--- src/rtl/bsvfb_pkg.sv ---
`timescale 1ns / 1ps
package bsvfb_pkg;

  localparam int unsigned AddrW = 17;

  localparam logic [13:0] VideoByteLimit = 14'h3000;
  localparam logic [5:0]  RunMax         = 6'd63;

  localparam int unsigned IorqBit = 2;
  localparam int unsigned CasBit  = 1;
  localparam int unsigned WrBit   = 0;

  localparam int unsigned BrightBit = 6;
  localparam int unsigned FlashBit  = 7;

  localparam logic [2:0] ColourMask  = 3'h7;
  localparam logic [3:0] MonoInk     = 4'd0;
  localparam logic [3:0] MonoPaper   = 4'd7;

  localparam logic [5:0] CfgResetCasMin = 6'd3;
  localparam logic [5:0] CfgResetCasMax = 6'd5;
  localparam logic [5:0] CfgResetIoMin  = 6'd6;
  localparam logic [5:0] CfgResetIoMax  = 6'd39;
  localparam logic [5:0] CfgResetSettle = 6'd50;

  typedef enum logic [2:0] {
    RegBitRev   = 3'd0,
    RegColourEn = 3'd1,
    RegCasMin   = 3'd2,
    RegCasMax   = 3'd3,
    RegIoMin    = 3'd4,
    RegIoMax    = 3'd5,
    RegSettle   = 3'd6
  } reg_idx_e;

  typedef struct packed {
    logic       bit_rev;
    logic       colour_en;
    logic [5:0] cas_min;
    logic [5:0] cas_max;
    logic [5:0] io_min;
    logic [5:0] io_max;
    logic [5:0] settle;
  } cfg_t;

  // One queued sample: an optional border write and an optional 8-pixel group.
  typedef struct packed {
    logic             border_vld;
    logic [AddrW-1:0] border_addr;
    logic [3:0]       border_colour;
    logic             pix_vld;
    logic [AddrW-1:0] pix_base;
    logic [7:0]       pix_mask;
    logic [3:0]       ink;
    logic [3:0]       paper;
  } job_t;

  function automatic logic [7:0] rev8(input logic [7:0] v);
    logic [7:0] r;
    for (int k = 0; k < 8; k++) begin
      r[7-k] = v[k];
    end
    return r;
  endfunction

  // Bright black stays black.
  function automatic logic [3:0] colour_of(input logic [2:0] col, input logic bright);
    logic [3:0] c;
    if (col == 3'd0) begin
      c = 4'd0;
    end else begin
      c = {bright, col & ColourMask};
    end
    return c;
  endfunction

endpackage

--- src/rtl/bsvfb_front.sv ---
`timescale 1ns / 1ps
module bsvfb_front #(
  parameter int unsigned SCREEN_WIDTH  = 320,
  parameter int unsigned SCREEN_HEIGHT = 256,
  parameter int unsigned BORDER_WIDTH  = 32,
  parameter int unsigned BORDER_HEIGHT = 32,
  parameter int unsigned FLASH_FRAMES  = 16
) (
  input  logic              clk_i,
  input  logic              rst_ni,
  input  bsvfb_pkg::cfg_t   cfg_i,
  input  logic              accept_i,
  input  logic              start_of_frame_i,
  input  logic [15:0]       frame_number_i,
  input  logic [15:0]       bus_sample_i,
  output logic              push_o,
  output bsvfb_pkg::job_t   job_o
);

  localparam int unsigned EndX = (SCREEN_WIDTH > BORDER_WIDTH) ?
                                 SCREEN_WIDTH - BORDER_WIDTH : 0;
  localparam int unsigned EndY = (SCREEN_HEIGHT > BORDER_HEIGHT) ?
                                 SCREEN_HEIGHT - BORDER_HEIGHT : 0;
  localparam logic [9:0] EndXC = 10'(EndX);
  localparam logic [9:0] EndYC = 10'(EndY);
  localparam logic [9:0] ScrWC = 10'(SCREEN_WIDTH);
  localparam logic [9:0] ScrHC = 10'(SCREEN_HEIGHT);
  localparam logic [9:0] BrdWC = 10'(BORDER_WIDTH);
  localparam logic [9:0] BrdHC = 10'(BORDER_HEIGHT);

  // frame_number / FLASH_FRAMES by reciprocal multiply (exact for 16-bit input)
  localparam int unsigned FlashShift = 16 + $clog2(FLASH_FRAMES);
  localparam logic [16:0] FlashMul   =
      17'(((64'(1) << FlashShift) + 64'(FLASH_FRAMES) - 64'(1)) / 64'(FLASH_FRAMES));

  typedef struct packed {
    logic [5:0]  sidx;
    logic [5:0]  cas_run;
    logic [5:0]  io_run;
    logic        cas_seen;
    logic [7:0]  last_cas;
    logic [7:0]  last_io;
    logic [13:0] vcount;
    logic        nip;
    logic [7:0]  pix_byte;
    logic [7:0]  attr_byte;
    logic        pair;
    logic [8:0]  bx;
    logic [8:0]  by;
    logic [8:0]  px;
    logic [8:0]  py;
    logic        bdone;
    logic        pdone;
  } fr_state_t;

  localparam fr_state_t FrameReset = '{
    sidx: 6'd0, cas_run: 6'd0, io_run: 6'd0, cas_seen: 1'b0,
    last_cas: 8'd0, last_io: 8'd0, vcount: 14'd0, nip: 1'b1,
    pix_byte: 8'd0, attr_byte: 8'd0, pair: 1'b0,
    bx: 9'd0, by: 9'd0, px: 9'(BORDER_WIDTH), py: 9'(BORDER_HEIGHT),
    bdone: 1'b0, pdone: 1'b0
  };

  fr_state_t   st_q, st_d, cur;
  logic [7:0]  border_q, border_d;
  logic        flash_q, flash_d;

  logic [7:0]  data;
  logic        cas, iowr, done;
  logic [32:0] flash_prod;
  logic [9:0]  bx_inc, by_inc, px_inc, py_inc;
  logic [19:0] border_lin, pix_lin;
  logic        in_border, inv, set_bit;
  logic [7:0]  attr_v;
  logic [3:0]  ink_c, paper_c;

  assign data       = bus_sample_i[15:8];
  assign cas        = !bus_sample_i[bsvfb_pkg::CasBit];
  assign iowr       = !bus_sample_i[bsvfb_pkg::IorqBit] && !bus_sample_i[bsvfb_pkg::WrBit];
  assign flash_prod = 33'(frame_number_i) * 33'(FlashMul);

  always_comb begin
    cur       = start_of_frame_i ? FrameReset : st_q;
    flash_d   = start_of_frame_i ? flash_prod[FlashShift] : flash_q;
    done      = cur.bdone && cur.pdone;
    st_d      = cur;
    border_d  = border_q;
    job_o     = '0;
    bx_inc    = '0;
    by_inc    = '0;
    px_inc    = '0;
    py_inc    = '0;
    border_lin = '0;
    pix_lin   = '0;
    in_border = 1'b0;
    inv       = 1'b0;
    set_bit   = 1'b0;
    attr_v    = '0;
    ink_c     = '0;
    paper_c   = '0;

    if (!done) begin
      // video fetch
      if (cur.sidx > cfg_i.settle) begin
        st_d.cas_seen = cur.cas_seen || !cas;
        if (st_d.cas_seen && cas) begin
          st_d.last_cas = data;
          if (cur.cas_run < bsvfb_pkg::RunMax) begin
            st_d.cas_run = cur.cas_run + 6'd1;
          end
        end else begin
          if (cur.cas_run >= cfg_i.cas_min && cur.cas_run <= cfg_i.cas_max &&
              cur.vcount < bsvfb_pkg::VideoByteLimit) begin
            st_d.vcount = cur.vcount + 14'd1;
            if (cur.nip) begin
              st_d.pix_byte = cur.last_cas;
            end else begin
              st_d.attr_byte = cfg_i.bit_rev ? bsvfb_pkg::rev8(cur.last_cas) : cur.last_cas;
              st_d.pair      = 1'b1;
            end
            st_d.nip = !cur.nip;
          end
          st_d.cas_run = 6'd0;
        end
      end
      if (cur.sidx < bsvfb_pkg::RunMax) begin
        st_d.sidx = cur.sidx + 6'd1;
      end

      // border write
      if (iowr) begin
        st_d.last_io = data;
        if (cur.io_run < bsvfb_pkg::RunMax) begin
          st_d.io_run = cur.io_run + 6'd1;
        end
      end else begin
        if (cur.io_run >= cfg_i.io_min && cur.io_run <= cfg_i.io_max) begin
          border_d = cfg_i.bit_rev ? bsvfb_pkg::rev8(cur.last_io) : cur.last_io;
        end
        st_d.io_run = 6'd0;
      end

      // border raster
      if (!cur.bdone) begin
        in_border = ({1'b0, cur.by} < BrdHC) || ({1'b0, cur.by} >= EndYC) ||
                    ({1'b0, cur.bx} < BrdWC) || ({1'b0, cur.bx} >= EndXC);
        border_lin = 20'(cur.by) * 20'(ScrWC) + 20'(cur.bx);
        job_o.border_vld    = in_border;
        job_o.border_addr   = border_lin[bsvfb_pkg::AddrW-1:0];
        job_o.border_colour = bsvfb_pkg::colour_of(border_d[2:0],
                                                   border_d[bsvfb_pkg::BrightBit]);
        bx_inc = {1'b0, cur.bx} + 10'd1;
        if (bx_inc >= ScrWC) begin
          st_d.bx = 9'd0;
          by_inc  = {1'b0, cur.by} + 10'd1;
          st_d.by = by_inc[8:0];
          if (by_inc >= ScrHC) begin
            st_d.bdone = 1'b1;
          end
        end else begin
          st_d.bx = bx_inc[8:0];
        end
      end

      // pixel group
      if (st_d.pair && !cur.pdone) begin
        attr_v  = st_d.attr_byte;
        inv     = attr_v[bsvfb_pkg::FlashBit] && flash_d;
        ink_c   = bsvfb_pkg::colour_of(attr_v[2:0], attr_v[bsvfb_pkg::BrightBit]);
        paper_c = bsvfb_pkg::colour_of(attr_v[5:3], attr_v[bsvfb_pkg::BrightBit]);
        pix_lin = 20'(cur.py) * 20'(ScrWC) + 20'(cur.px);
        job_o.pix_vld  = 1'b1;
        job_o.pix_base = pix_lin[bsvfb_pkg::AddrW-1:0];
        job_o.ink      = cfg_i.colour_en ? ink_c : bsvfb_pkg::MonoInk;
        job_o.paper    = cfg_i.colour_en ? paper_c : bsvfb_pkg::MonoPaper;
        for (int k = 0; k < 8; k++) begin
          set_bit = cfg_i.bit_rev ? st_d.pix_byte[k] : st_d.pix_byte[7-k];
          job_o.pix_mask[k] = set_bit ^ inv;
        end
        st_d.pair = 1'b0;
        px_inc = {1'b0, cur.px} + 10'd8;
        if (px_inc >= EndXC) begin
          st_d.px = 9'(BORDER_WIDTH);
          py_inc  = {1'b0, cur.py} + 10'd1;
          st_d.py = py_inc[8:0];
          if (py_inc >= EndYC) begin
            st_d.pdone = 1'b1;
          end
        end else begin
          st_d.px = px_inc[8:0];
        end
      end
    end
  end

  assign push_o = accept_i && (job_o.border_vld || job_o.pix_vld);

  always_ff @(posedge clk_i or negedge rst_ni) begin
    if (!rst_ni) begin
      st_q     <= FrameReset;
      border_q <= 8'd0;
      flash_q  <= 1'b0;
    end else if (accept_i) begin
      st_q     <= st_d;
      border_q <= border_d;
      flash_q  <= flash_d;
    end
  end

  a_vcount_limit: assert property (@(posedge clk_i) disable iff (!rst_ni)
    st_q.vcount <= bsvfb_pkg::VideoByteLimit)
    else $error("video byte count beyond limit");

endmodule

--- src/rtl/bsvfb_fifo.sv ---
`timescale 1ns / 1ps
module bsvfb_fifo #(
  parameter int unsigned DEPTH = 4
) (
  input  logic            clk_i,
  input  logic            rst_ni,
  input  logic            push_i,
  input  bsvfb_pkg::job_t push_data_i,
  input  logic            pop_i,
  output bsvfb_pkg::job_t head_o,
  output logic            empty_o,
  output logic            full_o
);

  localparam int unsigned PtrW = (DEPTH > 1) ? $clog2(DEPTH) : 1;
  localparam int unsigned CntW = $clog2(DEPTH + 1);
  localparam logic [PtrW-1:0] PtrLast = PtrW'(DEPTH - 1);
  localparam logic [CntW-1:0] CntFull = CntW'(DEPTH);

  bsvfb_pkg::job_t mem_q [DEPTH];
  logic [PtrW-1:0] wr_ptr_q, wr_ptr_d, rd_ptr_q, rd_ptr_d;
  logic [CntW-1:0] count_q, count_d;

  assign head_o  = mem_q[rd_ptr_q];
  assign empty_o = (count_q == '0);
  assign full_o  = (count_q == CntFull);

  always_comb begin
    wr_ptr_d = wr_ptr_q;
    rd_ptr_d = rd_ptr_q;
    count_d  = count_q;
    if (push_i) begin
      wr_ptr_d = (wr_ptr_q == PtrLast) ? '0 : wr_ptr_q + PtrW'(1);
    end
    if (pop_i) begin
      rd_ptr_d = (rd_ptr_q == PtrLast) ? '0 : rd_ptr_q + PtrW'(1);
    end
    if (push_i && !pop_i) begin
      count_d = count_q + CntW'(1);
    end else if (pop_i && !push_i) begin
      count_d = count_q - CntW'(1);
    end
  end

  always_ff @(posedge clk_i or negedge rst_ni) begin
    if (!rst_ni) begin
      wr_ptr_q <= '0;
      rd_ptr_q <= '0;
      count_q  <= '0;
    end else begin
      wr_ptr_q <= wr_ptr_d;
      rd_ptr_q <= rd_ptr_d;
      count_q  <= count_d;
    end
  end

  always_ff @(posedge clk_i) begin
    if (push_i) begin
      mem_q[wr_ptr_q] <= push_data_i;
    end
  end

  a_no_overflow: assert property (@(posedge clk_i) disable iff (!rst_ni)
    push_i |-> !full_o)
    else $error("queue push while full");

  a_no_underflow: assert property (@(posedge clk_i) disable iff (!rst_ni)
    pop_i |-> !empty_o)
    else $error("queue pop while empty");

  a_count_tracks: assert property (@(posedge clk_i) disable iff (!rst_ni)
    (push_i && !pop_i) |=> count_q == $past(count_q) + CntW'(1))
    else $error("queue count lost a push");

endmodule

--- src/rtl/bsvfb_back.sv ---
`timescale 1ns / 1ps
module bsvfb_back (
  input  logic                              clk_i,
  input  logic                              rst_ni,
  input  bsvfb_pkg::job_t                   head_i,
  input  logic                              empty_i,
  output logic                              pop_o,
  output logic                              out_valid_o,
  input  logic                              out_stall_i,
  output logic [bsvfb_pkg::AddrW-1:0]       write_address_o,
  output logic [3:0]                        colour_index_o,
  output logic                              last_o
);

  localparam logic [3:0] StepBorder   = 4'd0;
  localparam logic [3:0] StepFirstPix = 4'd1;
  localparam logic [3:0] StepLast     = 4'd8;

  bsvfb_pkg::job_t job_q, job_d;
  logic            busy_q, busy_d;
  logic [3:0]      step_q, step_d;
  logic            out_valid_q, out_valid_d;
  logic [bsvfb_pkg::AddrW-1:0] addr_q, addr_d;
  logic [3:0]      colour_q, colour_d;
  logic            last_q, last_d;
  logic            can_adv, cur_last, load;
  logic [2:0]      k;
  logic [3:0]      k_wide;

  always_comb begin
    job_d       = job_q;
    busy_d      = busy_q;
    step_d      = step_q;
    out_valid_d = out_valid_q;
    addr_d      = addr_q;
    colour_d    = colour_q;
    last_d      = last_q;
    can_adv     = !out_valid_q || !out_stall_i;
    cur_last    = (step_q == StepLast) || (step_q == StepBorder && !job_q.pix_vld);
    k_wide      = step_q - StepFirstPix;
    k           = k_wide[2:0];
    load        = 1'b0;

    if (can_adv) begin
      out_valid_d = busy_q;
    end
    if (!busy_q) begin
      load = 1'b1;
    end else if (can_adv) begin
      if (step_q == StepBorder) begin
        addr_d   = job_q.border_addr;
        colour_d = job_q.border_colour;
      end else begin
        addr_d   = job_q.pix_base + bsvfb_pkg::AddrW'(k);
        colour_d = job_q.pix_mask[k] ? job_q.ink : job_q.paper;
      end
      last_d = cur_last;
      step_d = step_q + 4'd1;
      load   = cur_last;
    end

    pop_o = load && !empty_i;
    if (load) begin
      busy_d = !empty_i;
      job_d  = head_i;
      step_d = head_i.border_vld ? StepBorder : StepFirstPix;
    end
  end

  always_ff @(posedge clk_i or negedge rst_ni) begin
    if (!rst_ni) begin
      busy_q      <= 1'b0;
      step_q      <= StepBorder;
      out_valid_q <= 1'b0;
    end else begin
      busy_q      <= busy_d;
      step_q      <= step_d;
      out_valid_q <= out_valid_d;
    end
  end

  always_ff @(posedge clk_i) begin
    job_q    <= job_d;
    addr_q   <= addr_d;
    colour_q <= colour_d;
    last_q   <= last_d;
  end

  assign out_valid_o     = out_valid_q;
  assign write_address_o = addr_q;
  assign colour_index_o  = colour_q;
  assign last_o          = last_q;

  a_step_range: assert property (@(posedge clk_i) disable iff (!rst_ni)
    busy_q |-> step_q <= StepLast)
    else $error("write step out of range");

  a_burst_continues: assert property (@(posedge clk_i) disable iff (!rst_ni)
    (out_valid_q && !out_stall_i && !last_q) |=> out_valid_q)
    else $error("gap inside a write burst");

endmodule

--- src/rtl/bus_sniff_video_frame_builder.sv ---
`timescale 1ns / 1ps
// Path: a sample's writes pass through the sample queue, the back-end job register and
// the output register before they are presented; a busy back end or a stall can hold them.
// Throughput: one sample per cycle at the input while the queue is not full; one write per
// cycle at the output while out_stall_i is low, so a sample with a pixel group holds the write
// port for up to nine writes, and the sample queue (QUEUE_DEPTH entries) absorbs bursts.
// Reset: asynchronous, active low; clears frame state, border byte, and registers to defaults.
module bus_sniff_video_frame_builder #(
  parameter int unsigned SCREEN_WIDTH  = 320,
  parameter int unsigned SCREEN_HEIGHT = 256,
  parameter int unsigned BORDER_WIDTH  = 32,
  parameter int unsigned BORDER_HEIGHT = 32,
  parameter int unsigned FLASH_FRAMES  = 16,
  parameter int unsigned QUEUE_DEPTH   = 4
) (
  input  logic        clk_i,
  input  logic        rst_ni,
  input  logic        psel,
  input  logic        penable,
  input  logic        pwrite,
  input  logic [4:0]  paddr,
  input  logic [31:0] pwdata,
  output logic [31:0] prdata,
  output logic        pready,
  input  logic        in_valid_i,
  output logic        in_stall_o,
  input  logic        start_of_frame_i,
  input  logic [15:0] frame_number_i,
  input  logic [15:0] bus_sample_i,
  output logic        out_valid_o,
  input  logic        out_stall_i,
  output logic [16:0] write_address_o,
  output logic [3:0]  colour_index_o,
  output logic        last_o
);

  bsvfb_pkg::cfg_t     cfg_q, cfg_d;
  bsvfb_pkg::reg_idx_e reg_idx;
  bsvfb_pkg::job_t     job, head;
  logic                cfg_wr, accept, push, pop, empty, full;

  assign pready  = 1'b1;
  assign reg_idx = bsvfb_pkg::reg_idx_e'(paddr[4:2]);
  assign cfg_wr  = psel && penable && pwrite;

  always_comb begin
    cfg_d  = cfg_q;
    prdata = 32'd0;
    case (reg_idx)
      bsvfb_pkg::RegBitRev: begin
        prdata = 32'(cfg_q.bit_rev);
        if (cfg_wr) cfg_d.bit_rev = pwdata[0];
      end
      bsvfb_pkg::RegColourEn: begin
        prdata = 32'(cfg_q.colour_en);
        if (cfg_wr) cfg_d.colour_en = pwdata[0];
      end
      bsvfb_pkg::RegCasMin: begin
        prdata = 32'(cfg_q.cas_min);
        if (cfg_wr) cfg_d.cas_min = pwdata[5:0];
      end
      bsvfb_pkg::RegCasMax: begin
        prdata = 32'(cfg_q.cas_max);
        if (cfg_wr) cfg_d.cas_max = pwdata[5:0];
      end
      bsvfb_pkg::RegIoMin: begin
        prdata = 32'(cfg_q.io_min);
        if (cfg_wr) cfg_d.io_min = pwdata[5:0];
      end
      bsvfb_pkg::RegIoMax: begin
        prdata = 32'(cfg_q.io_max);
        if (cfg_wr) cfg_d.io_max = pwdata[5:0];
      end
      bsvfb_pkg::RegSettle: begin
        prdata = 32'(cfg_q.settle);
        if (cfg_wr) cfg_d.settle = pwdata[5:0];
      end
      default: begin
        prdata = 32'd0;
      end
    endcase
  end

  always_ff @(posedge clk_i or negedge rst_ni) begin
    if (!rst_ni) begin
      cfg_q.bit_rev   <= 1'b0;
      cfg_q.colour_en <= 1'b1;
      cfg_q.cas_min   <= bsvfb_pkg::CfgResetCasMin;
      cfg_q.cas_max   <= bsvfb_pkg::CfgResetCasMax;
      cfg_q.io_min    <= bsvfb_pkg::CfgResetIoMin;
      cfg_q.io_max    <= bsvfb_pkg::CfgResetIoMax;
      cfg_q.settle    <= bsvfb_pkg::CfgResetSettle;
    end else begin
      cfg_q <= cfg_d;
    end
  end

  assign in_stall_o = full;
  assign accept     = in_valid_i && !full;

  bsvfb_front #(
    .SCREEN_WIDTH  (SCREEN_WIDTH),
    .SCREEN_HEIGHT (SCREEN_HEIGHT),
    .BORDER_WIDTH  (BORDER_WIDTH),
    .BORDER_HEIGHT (BORDER_HEIGHT),
    .FLASH_FRAMES  (FLASH_FRAMES)
  ) u_front (
    .clk_i            (clk_i),
    .rst_ni           (rst_ni),
    .cfg_i            (cfg_q),
    .accept_i         (accept),
    .start_of_frame_i (start_of_frame_i),
    .frame_number_i   (frame_number_i),
    .bus_sample_i     (bus_sample_i),
    .push_o           (push),
    .job_o            (job)
  );

  bsvfb_fifo #(
    .DEPTH (QUEUE_DEPTH)
  ) u_fifo (
    .clk_i       (clk_i),
    .rst_ni      (rst_ni),
    .push_i      (push),
    .push_data_i (job),
    .pop_i       (pop),
    .head_o      (head),
    .empty_o     (empty),
    .full_o      (full)
  );

  bsvfb_back u_back (
    .clk_i           (clk_i),
    .rst_ni          (rst_ni),
    .head_i          (head),
    .empty_i         (empty),
    .pop_o           (pop),
    .out_valid_o     (out_valid_o),
    .out_stall_i     (out_stall_i),
    .write_address_o (write_address_o),
    .colour_index_o  (colour_index_o),
    .last_o          (last_o)
  );

endmodule

--- config.mk ---
export PLATFORM = sky130hd
export DESIGN_NAME = bus_sniff_video_frame_builder
export DESIGN_NICKNAME = d
export VERILOG_FILES = /design/src/rtl/bsvfb_pkg.sv /design/src/rtl/bsvfb_front.sv /design/src/rtl/bsvfb_fifo.sv /design/src/rtl/bsvfb_back.sv /design/src/rtl/bus_sniff_video_frame_builder.sv
export SDC_FILE = /design/constraint.sdc
export NUM_CORES = 1
export LEC_CHECK = 0
export BUFFER_PORTS_ARGS = -buffer_cell sky130_fd_sc_hd__buf_2
export CAP_MARGIN = 20
export CORE_UTILIZATION = 40
export DETAILED_ROUTE_END_ITERATION = 16
export SLEW_MARGIN = 20
export SYNTH_ARGS = -nofsm -noshare
export SYNTH_HDL_FRONTEND = slang
export SYNTH_SLANG_ARGS = --single-unit
--- constraint.sdc ---
create_clock -name clk_i -period 9.9 [get_ports clk_i]
set_input_delay 1.98 -clock clk_i [delete_from_list [all_inputs] [get_ports clk_i]]
set_output_delay 1.98 -clock clk_i [all_outputs]
set_load 0.005 [all_outputs]
Word-level counts from Yosys, hierarchy flattened

Memories as Yosys holds them, arrays and structs flattened.
Index checks and enable logic that the tools add are counted.

Add/sub/neg operators: 17
Reductions and logical operators: 54
Bitwise logic cells: 9
Multiply operators: 2
Magnitude comparators: 18
Equal/unequal tests: 10
Muxes and demuxes: 70

Operator list:

| operator                                             | number |
|---|---|
| 2-to-1 mux 105 bit                                   | 2 |
| 2-to-1 mux 32 bit                                    | 4 |
| 2-to-1 mux 56 bit                                    | 1 |
| 2-to-1 mux 9 bit                                     | 6 |
| case mux 6 bit (7 select lines)                      | 1 |
| 2-to-1 mux 4 bit                                     | 10 |
| 2-to-1 mux 18 bit                                    | 2 |
| 2-to-1 mux 6 bit                                     | 6 |
| adder 17 x 9 -> 17 bit                               | 2 |
| 2-to-1 mux 34 bit                                    | 1 |
| 2-to-1 mux 8 bit                                     | 4 |
| adder 9 x 1 -> 10 bit, second input constant         | 3 |
| >= comparator 10 x 9 -> 1 bit, second input constant | 3 |
| 2-to-1 mux 7 bit                                     | 4 |
| multiplier 9 x 3 -> 11 bit, second input constant    | 2 |
| 2-to-1 mux 1 bit                                     | 22 |
| 2-to-1 mux 22 bit                                    | 1 |
| AND reduction 2 bit                                  | 10 |
| adder 6 x 1 -> 6 bit, second input constant          | 3 |
| < comparator 6 bit, second input constant            | 3 |
| < comparator 9 x 6 -> 1 bit, second input constant   | 2 |
| adder 17 x 3 -> 17 bit                               | 1 |
| 2-to-1 mux 17 bit                                    | 1 |
| logical AND 1 bit                                    | 16 |
| other kinds (29)                                     | 70 |

Bits in registers: 232
Word-level logic and storage cells: 223
Input port bits: 77
Memories: 1
Memory bits (writable): 224

Memory list:

| name         | depth | width | read ports | clocked after memory_dff | write ports | RTL line         | RTL |
|---|---|---|---|---|---|---|---|
| u_fifo.mem_q | 4     | 56    | 1          | 0                        | 1           | bsvfb_fifo.sv:20 | `bsvfb_pkg::job_t mem_q [DEPTH];` |

Logic depth before layout (Yosys ltp)

Gate-level depths: netlist (run 1).

Depth after elaboration: 19
Gate-level depth with buffers: 23

By module

A second synthesis (run 1) with hierarchy kept.

Cells, all modules: 1704
Area, all modules: 22281.4 µm²

By module, submodules not included:

| module                        | instances | area each (µm²) | cells each | seq. area each (µm²) |
|---|---|---|---|---|
| bsvfb_fifo                    | 1         | 8520.7          | 330        | 6901.6 |
| bsvfb_front                   | 1         | 8495.6          | 1001       | 2706.3 |
| bsvfb_back                    | 1         | 3454.6          | 231        | 2462.4 |
| bus_sniff_video_frame_builder | 1         | 1810.5          | 142        | 818.3 |

Least setup slack after synthesis (run 1)

Ideal clock, no wire load.

Kind: input-to-reg
Start point: input start_of_frame_i
End point: memory u_fifo.mem_q[0][0] (netlist bit) (enable)
Arrival time: 6.676 ns
Stages: 18
Library setup time: 0.420 ns
Path buffers: 7
Slack: 2.804 ns
Path through: buf_2 -> buf_1 -> clkbuf_1 -> buf_1 -> clkbuf_1 -> clkbuf_1 -> nor2b_1 -> ha_1 -> nor2b_1 -> o21ai_0 -> a21oi_1 -> o21a_1 -> and4b_1 -> buf_2 -> o21ai_4 -> inv_2 -> o21a_2 -> and2_1

Cells in the longest elaborated chain, start to end: 15

RTL lines:

| element                                                     | RTL line                            | RTL |
|---|---|---|
| start, declared                                             | bus_sniff_video_frame_builder.sv:27 | `input logic start_of_frame_i,` |
| 2-to-1 mux 105 bit *                                        | bsvfb_front.sv:83                   | `cur = start_of_frame_i ? FrameReset : st_q;` |
| branches (longest 9 deep; another with < comparator 14 bit) | -                                   |  |
| 2-to-1 mux 56 bit *                                         | bsvfb_front.sv:102                  | `if (!done) begin` |
| logical OR 1 bit *                                          | bsvfb_front.sv:196                  | `assign push_o = accept_i && (job_o.border_vld \|\| job_o.pix_vld);` |
| logical AND 1 bit *                                         | bsvfb_front.sv:196                  |  |
| net push                                                    | bus_sniff_video_frame_builder.sv:40 | `logic cfg_wr, accept, push, pop, empty, full;` |
| 2-to-1 mux 1 bit *                                          | bsvfb_fifo.sv:58                    | `if (push_i) begin` |
| 2-to-1 mux 1 bit (implied by the code) *                    | bsvfb_fifo.sv:59                    | `mem_q[wr_ptr_q] <= push_data_i;` |
| end, declared                                               | bsvfb_fifo.sv:20                    |  |

Mark *: on every way through the listed nets, which the timed path passes. The select of a mux whose other input is x is not followed.

Worst setup path in the final report (run 1)

Start point: input start_of_frame_i
End point: memory u_fifo.mem_q[1][49] (netlist bit) (enable)

The elaborated chain is that of the path after synthesis.

==> results.md, run 1 <==
* CTS clk-pin slew, worst paths at 60 ps
* Critical path class: input port to flip-flop
* CP endpoint kind: flip-flop
* Total Power at 0.00576 W
* Initial Util at 40.8%
* Die Span Y at 237 µm
* Hold Vio Cnt, Final at 0
* Power per Cell Area at 233 nW/µm²
* Tmin final at 6680 ps
* Core area at 54200 µm²
* Setup TNS at 0 ps
* Number of synthesized flops with an enable pin at 301
* Wire per inst at 18.8 µm
* CTS Buf Count at 49
* Max-Cap Viols at 0
* Mapped Area at 22100 µm²
* Final setup violating endpoints at 0
* Final slew viol count at 0
* Routability congestion estimate from global placement at 0.827
* Final HPWL DP at 31.3 mm
* Total gr overflow at 0
* Period utilization at 67.5%
* Max Fclk at 0.150 GHz
* Cells after Synth at 1720
* H-tree Lvls at 2
* Synth Area per Inst at 12.9 µm²
* First-pass GRT wire length at 75.3 mm
* Largest net degree at the start of global routing at 94
* CTS-repair resized insts at 0
* Skew-Pair Late Insertion Delay at 600 ps
* Critical Path Fanout Max at 36
* Root buf cell: clkbuf_16
* WP data required at 10140 ps
* Clock skew at 29.2 ps
* Relative slew slack at 37.8%
* Worst EP arrival at 6920 ps
* Sequential fraction of the synthesis area at 58.2%
* Leading area contributor after synthesis: edfxtp_1
* RSZ-0062 raised after global routing: false
* Part of the power in registers at 46.9%
* Sw Ratio at 29.2%
* Status: completed
* Residual DRC at 0
* Vias in the first global route at 13620
* Synth unique cells at 78
* First-pass DRT Iterations at 5
* Worst VDD drop at 0.151 mV
* Area contributors post-synth: edfxtp_1 (41%), dfrtp_1 (15%), mux4_2 (6.8%), ha_1 (4.6%), nand2_1 (2.6%)
* Yosys warns at 0
* Via/cell ratio at 5.44
* Initial antenna violation count at 0
* Final #Nets at 1940
* First DRT Iteration DRCs at 800
* Vias at 13651
* Worst hold path type: flip-flop to flip-flop
* Syn-to-layout area delta at 11.5%
* Startpoint Class: input port
* Ant. Diodes at 0
* Worst Tran Pin Value at 926 ps
* Clock share of power at 31.5%
* CTS tree: done
* Row cnt at 85
* Switching power at 0.00168 W
* Most numerous cell in the Yosys netlist: edfxtp_1
* Top_reg_cell synth: edfxtp_1
* Post-synth top cells: edfxtp_1 (301), nand2_1 (153), dfrtp_1 (136), o21ai_0 (114), nor2_1 (91)
* Die Wd at 237 µm
* Int Power at 0.00408 W
* Leak Pwr at 9.60 nW
* Num ports at 134
* CTS max path bufs at 3
* FF-to-FF setup slack at 4830 ps
* Layout cell share with drive strength beyond 1 at 16.3%
* Post-DRT Antenna Nets at 0
* Comb power frac at 21.7%
* Total track usage at 17.0%
* FF+latch count, synth at 454
* I/O Buffers at 58
* Sink Count at 454
* DIE AREA at 56300 µm²
* CTS Hold Bufs at 0
* WL final at 47.2 mm
* Async set or reset register ratio after synthesis at 33.7%
* Setup repair bufs after CTS at 0
* Synth top area share at 40.8%
==> state kept, by name, indices dropped and copies added (netlist names), 2 cells and up <==
register                flops
u_fifo.count_q              3
u_fifo.mem_q              224
u_back.colour_index_o       4
u_back.job_q               55
u_fifo.rd_ptr_q             2
u_fifo.wr_ptr_q             2
cfg_q                      32
u_back.step_q               4
u_front.border_q            4
u_back.write_address_o     17
u_front.st_q              103
==> final cells by class <==
| type | instances | area, µm² |
|---|---|---|
| clock buffers | 61 | 1310 |
| repair buffers | 74 | 417 |
| multi-input cells | 1129 | 8650 |
| inverters | 68 | 255 |
| fillers | 4842 | 29600 |
| well taps | 696 | 871 |
| flip-flops and latches | 454 | 12900 |
| clock inverters | 29 | 290 |
==> worst paths after layout <==
kind                                   from                  end  depth (start not counted)
max reg2reg                u_front.st_q[95]  u_fifo.mem_q[1][49]                         12
min                        u_front.st_q[11]     u_front.st_q[11]                          1
min reg2reg                u_front.st_q[11]     u_front.st_q[11]                          1
max                        start_of_frame_i  u_fifo.mem_q[1][49]                         15
max in group asynchronous            rst_ni   u_fifo.rd_ptr_q[0]                          2
min in group asynchronous            rst_ni             cfg_q[9]                          1
==> critical path, cell delays in order <==
cell      delay, ps
buf_2           440
buf_4           450
nand2b_1        260
inv_1           100
ha_1            340
nand2_1          70
mux2i_1         130
nand4_1         130
nand3_2         170
and4b_1         640
o21ai_4         270
inv_2           350
o21a_2          300
and2_2          700
buf_4           530
==> placed cells by master, fill, tap and decap left out, types with 17 or more instances in the layout <==
cell type,synthesis,layout
edfxtp_1,301,301
nand2_1,153,151
dfrtp_1,136,134
o21ai_0,114,114
nor2_1,91,90
ha_1,81,81
inv_1,67,67
mux4_2,67,67
buf_2,5,57
a21oi_1,56,56
nor2b_1,52,51
clkbuf_16,0,49
nand3_1,46,46
xor2_1,40,40
mux2_2,35,35
xnor2_1,34,34
mux2i_1,27,27
conb_1,2,27
nor3_1,25,25
a22o_1,24,24
and3_1,23,23
a21o_1,23,23
and2_1,27,23
nand2b_1,19,19
dfstp_2,17,17
==> metrics by stage <==
step                      worst slack (ps)  std cells  utilization (%)  cell area, µm²  hold slack, ps
after detailed placement              2500       2421             42.5           23100             464
after global routing                  2750       2511             45.5           24700             492
final                                 3220       2511             45.5           24700             478
after CTS                             3130       2511             45.5           24700             481
after floorplan                       2800       1745                -           22200             444
after global placement                2620       2421             42.5           23100             460
==> layer usage <==
layer  track usage, %  share of wire (%)
met5                0                  0
met4             4.79                2.1
met3             2.37                3.9
met2             27.7                 47
met1             23.7                 47
==> kinds of logic after synthesis <==
group                      Yosys count  synth area share (%)
AOI/OAI and AO/OA                  309                  9.16
xor gates and xnor gates            74                  2.93
adders and majority gates           88                  5.17
buffers and inverters              162                  3.25
DFF                                454                  58.2
muxes                              131                  9.95
other                                2                0.0339
and+or+nand+nor                    500                  11.3
==> power by group through the flow <==
| stage | registers, W | logic, W | clock network (W) |
|---|---|---|---|
| after floorplan | 0.00263 | 0.000944 | 0 |
| after global placement | 0.00273 | 0.00125 | 0 |
| after detailed placement | 0.00274 | 0.00127 | 0 |
| after CTS | 0.00271 | 0.00128 | 0.00186 |
| after global routing | 0.00274 | 0.00138 | 0.00193 |
| final | 0.00270 | 0.00125 | 0.00182 |
(Power assumes the default switching activity.)
==> inputs of run 2 (changes only) <==
==> constraint.sdc (replaced) <==
create_clock -name clk_i -period 6.8 [get_ports clk_i]
set_input_delay 1.36 -clock clk_i [delete_from_list [all_inputs] [get_ports clk_i]]
set_output_delay 1.36 -clock clk_i [all_outputs]
set_load 0.005 [all_outputs]
==> run 2 against run 1 <==
Against the previous run:
- via count decreased by 0.22%
- sequential power grew 46%
- worst hold slack improved by 3.0 ps
- routed wire length fell by 1.6%
- die area stayed put
- flip-flop and latch count unchanged
- power is 48% higher
- critical path depth increased by 2
- non-clock buffer count is 5 higher
- global-route usage decreased by 0.17 points
- final area rose by 0.51%
- critical path type unchanged
- largest cell class unchanged
==> results.md, run 2 (synthesis gave the netlist of run 1 again) <==
* Status: completed
* Crit-path leading delay family: compound AO/OA/AOI/OAI gates
* Commonest non-fill, non-tap cell in the layout: edfxtp_1
* Setup repair bufs after CTS at 0
* DIE AREA at 56300 µm²
* Placement Setup Slack at 975 ps
* WP data required at 7260 ps
* Total track usage at 16.8%
* CTS Buf Count at 48
* Max Fclk at 0.191 GHz
* Power per Cell Area at 343 nW/µm²
* Ant. Diodes at 0
* Leak Pwr at 9.66 nW
* WL final at 46.4 mm
* RSZ-0062 raised after global routing: false
* CTS Hold Bufs at 0
* Initial antenna violation count at 1
* Tmin final at 5230 ps
* Core area at 54200 µm²
* Setup TNS at 0 ps
* H-tree Lvls at 2
* Residual DRC at 0
* Max incr delay on CP at 460 ps
* Final slew viol count at 0
* First-pass GRT wire length at 74.9 mm
* Critical path class: input port to flip-flop
* Initial Util at 40.8%
* Vias in the first global route at 13554
* Top flop regs: u_fifo.mem_q x224, u_front.st_q x103, u_back.job_q x55
* Final setup violating endpoints at 0
* Via/cell ratio at 5.41
* Skew-Pair Late Insertion Delay at 590 ps
* CTS-repair resized insts at 0
* Period utilization at 76.8%
* Row cnt at 85
* Post-DRT Antenna Nets at 0
* Final HPWL DP at 31.4 mm
* Hold Vio Cnt, Final at 0
* Num ports at 134
* Syn-to-layout area delta at 12.1%
* CTS tree: done
* Critical path buffers and inverters at 5
* Vias at 13621
* # fillers at 4827
* Critical Path Fanout Max at 26
* Die Span Y at 237 µm
* Register with the most flip-flops: u_fifo.mem_q
* CP max-delay cell: o21ai_4
* Commonest cells after routing, fill and taps aside: edfxtp_1 (301), nand2_1 (151), dfrtp_1 (134), o21ai_0 (114), nor2_1 (90)
* First DRT Iteration DRCs at 941
* CTS clk-pin slew, worst paths at 60 ps
* Routability congestion estimate from global placement at 0.852
* Layout cell share with drive strength beyond 1 at 16.3%
* Wire per inst at 18.5 µm
* CP endpoint kind: flip-flop
* Sink Count at 454
* Worst EP arrival at 5690 ps
* Setup WS post-layout at 1570 ps
* Root buf cell: clkbuf_16
* Die Wd at 237 µm
* Relative slew slack at 34.3%
* Largest register FFs at 224
* Worst VDD drop at 0.238 mV
* Critical-path cell list: buf_2, inv_1, nand2_1, ha_1, nor2b_1, o211ai_1, a22oi_1, o22ai_2, and4b_1, buf_4, o21ai_4, inv_2, o21a_2, ha_1, inv_1, fa_1, mux2_2
* I/O Buffers at 58
* Final #Nets at 1944
* Worst hold path type: flip-flop to flip-flop
* Total gr overflow at 0
* Max-Cap Viols at 0
* Largest net degree at the start of global routing at 93
* Worst Tran Pin Value at 985 ps
* Startpoint Class: input port
* First-pass DRT Iterations at 5
* Clock skew at 23.5 ps
* CTS max path bufs at 3
==> run 2: final timing paths <==
kind | cells after the start | slack (ps) | start | to
hold reg to reg | 1 | 480 | u_front.st_q[11] | u_front.st_q[11]
min in group asynchronous | 1 | 850 | rst_ni | cfg_q[12]
setup / recovery | 17 | 1570 | start_of_frame_i | u_fifo.count_q[1]
hold / removal | 1 | 480 | u_front.st_q[11] | u_front.st_q[11]
setup reg to reg | 13 | 2240 | u_front.st_q[95] | u_fifo.mem_q[0][50]
max in group asynchronous | 2 | 4470 | rst_ni | u_front.st_q[63]
==> run 2: routing by layer <==
| metal | part of all wire [%] | global-route usage, % | up-vias |
|---|---|---|---|
| met5 | 0.022 | 0 | - |
| met4 | 2.8 | 5.67 | 2 |
| met3 | 3.8 | 2.36 | 81 |
| met2 | 47 | 27.0 | 275 |
| met1 | 46 | 23.5 | 6780 |
| li1 | - | - | 6483 |
==> run 2: final cells by class <==
cell class / count / area, µm² / share of cell area [%]
flip-flops and latches: 454 / 12900 / 52.0
clock buffers: 72 / 1340 / 5.41
repair buffers: 79 / 492 / 1.98
multi-input cells: 1129 / 8640 / 34.8
inverters: 68 / 255 / 1.03
well taps: 696 / 871 / 3.51
clock inverters: 18 / 318 / 1.28
==> run 2: where the power goes <==
part	leakage, nW	switching [W]	internal (W)
combinational	4.00	0.00102	0.000818
sequential	4.85	0.000318	0.00361
clock	0.803	0.00109	0.00164
==> run 2: through the flow <==
step	util [%]	std cells	total power, W	instance area (µm²)	hold slack (ps)
3_3_place_gp	42.7	2426	0.00582	23100	460
3_5_place_dp	42.7	2426	0.00586	23100	463
5_1_grt	45.7	2516	0.00893	24800	508
2_1_floorplan	-	1745	0.00521	22200	444
6_report	45.7	2516	0.00850	24800	481
4_1_cts	45.7	2516	0.00861	24800	480
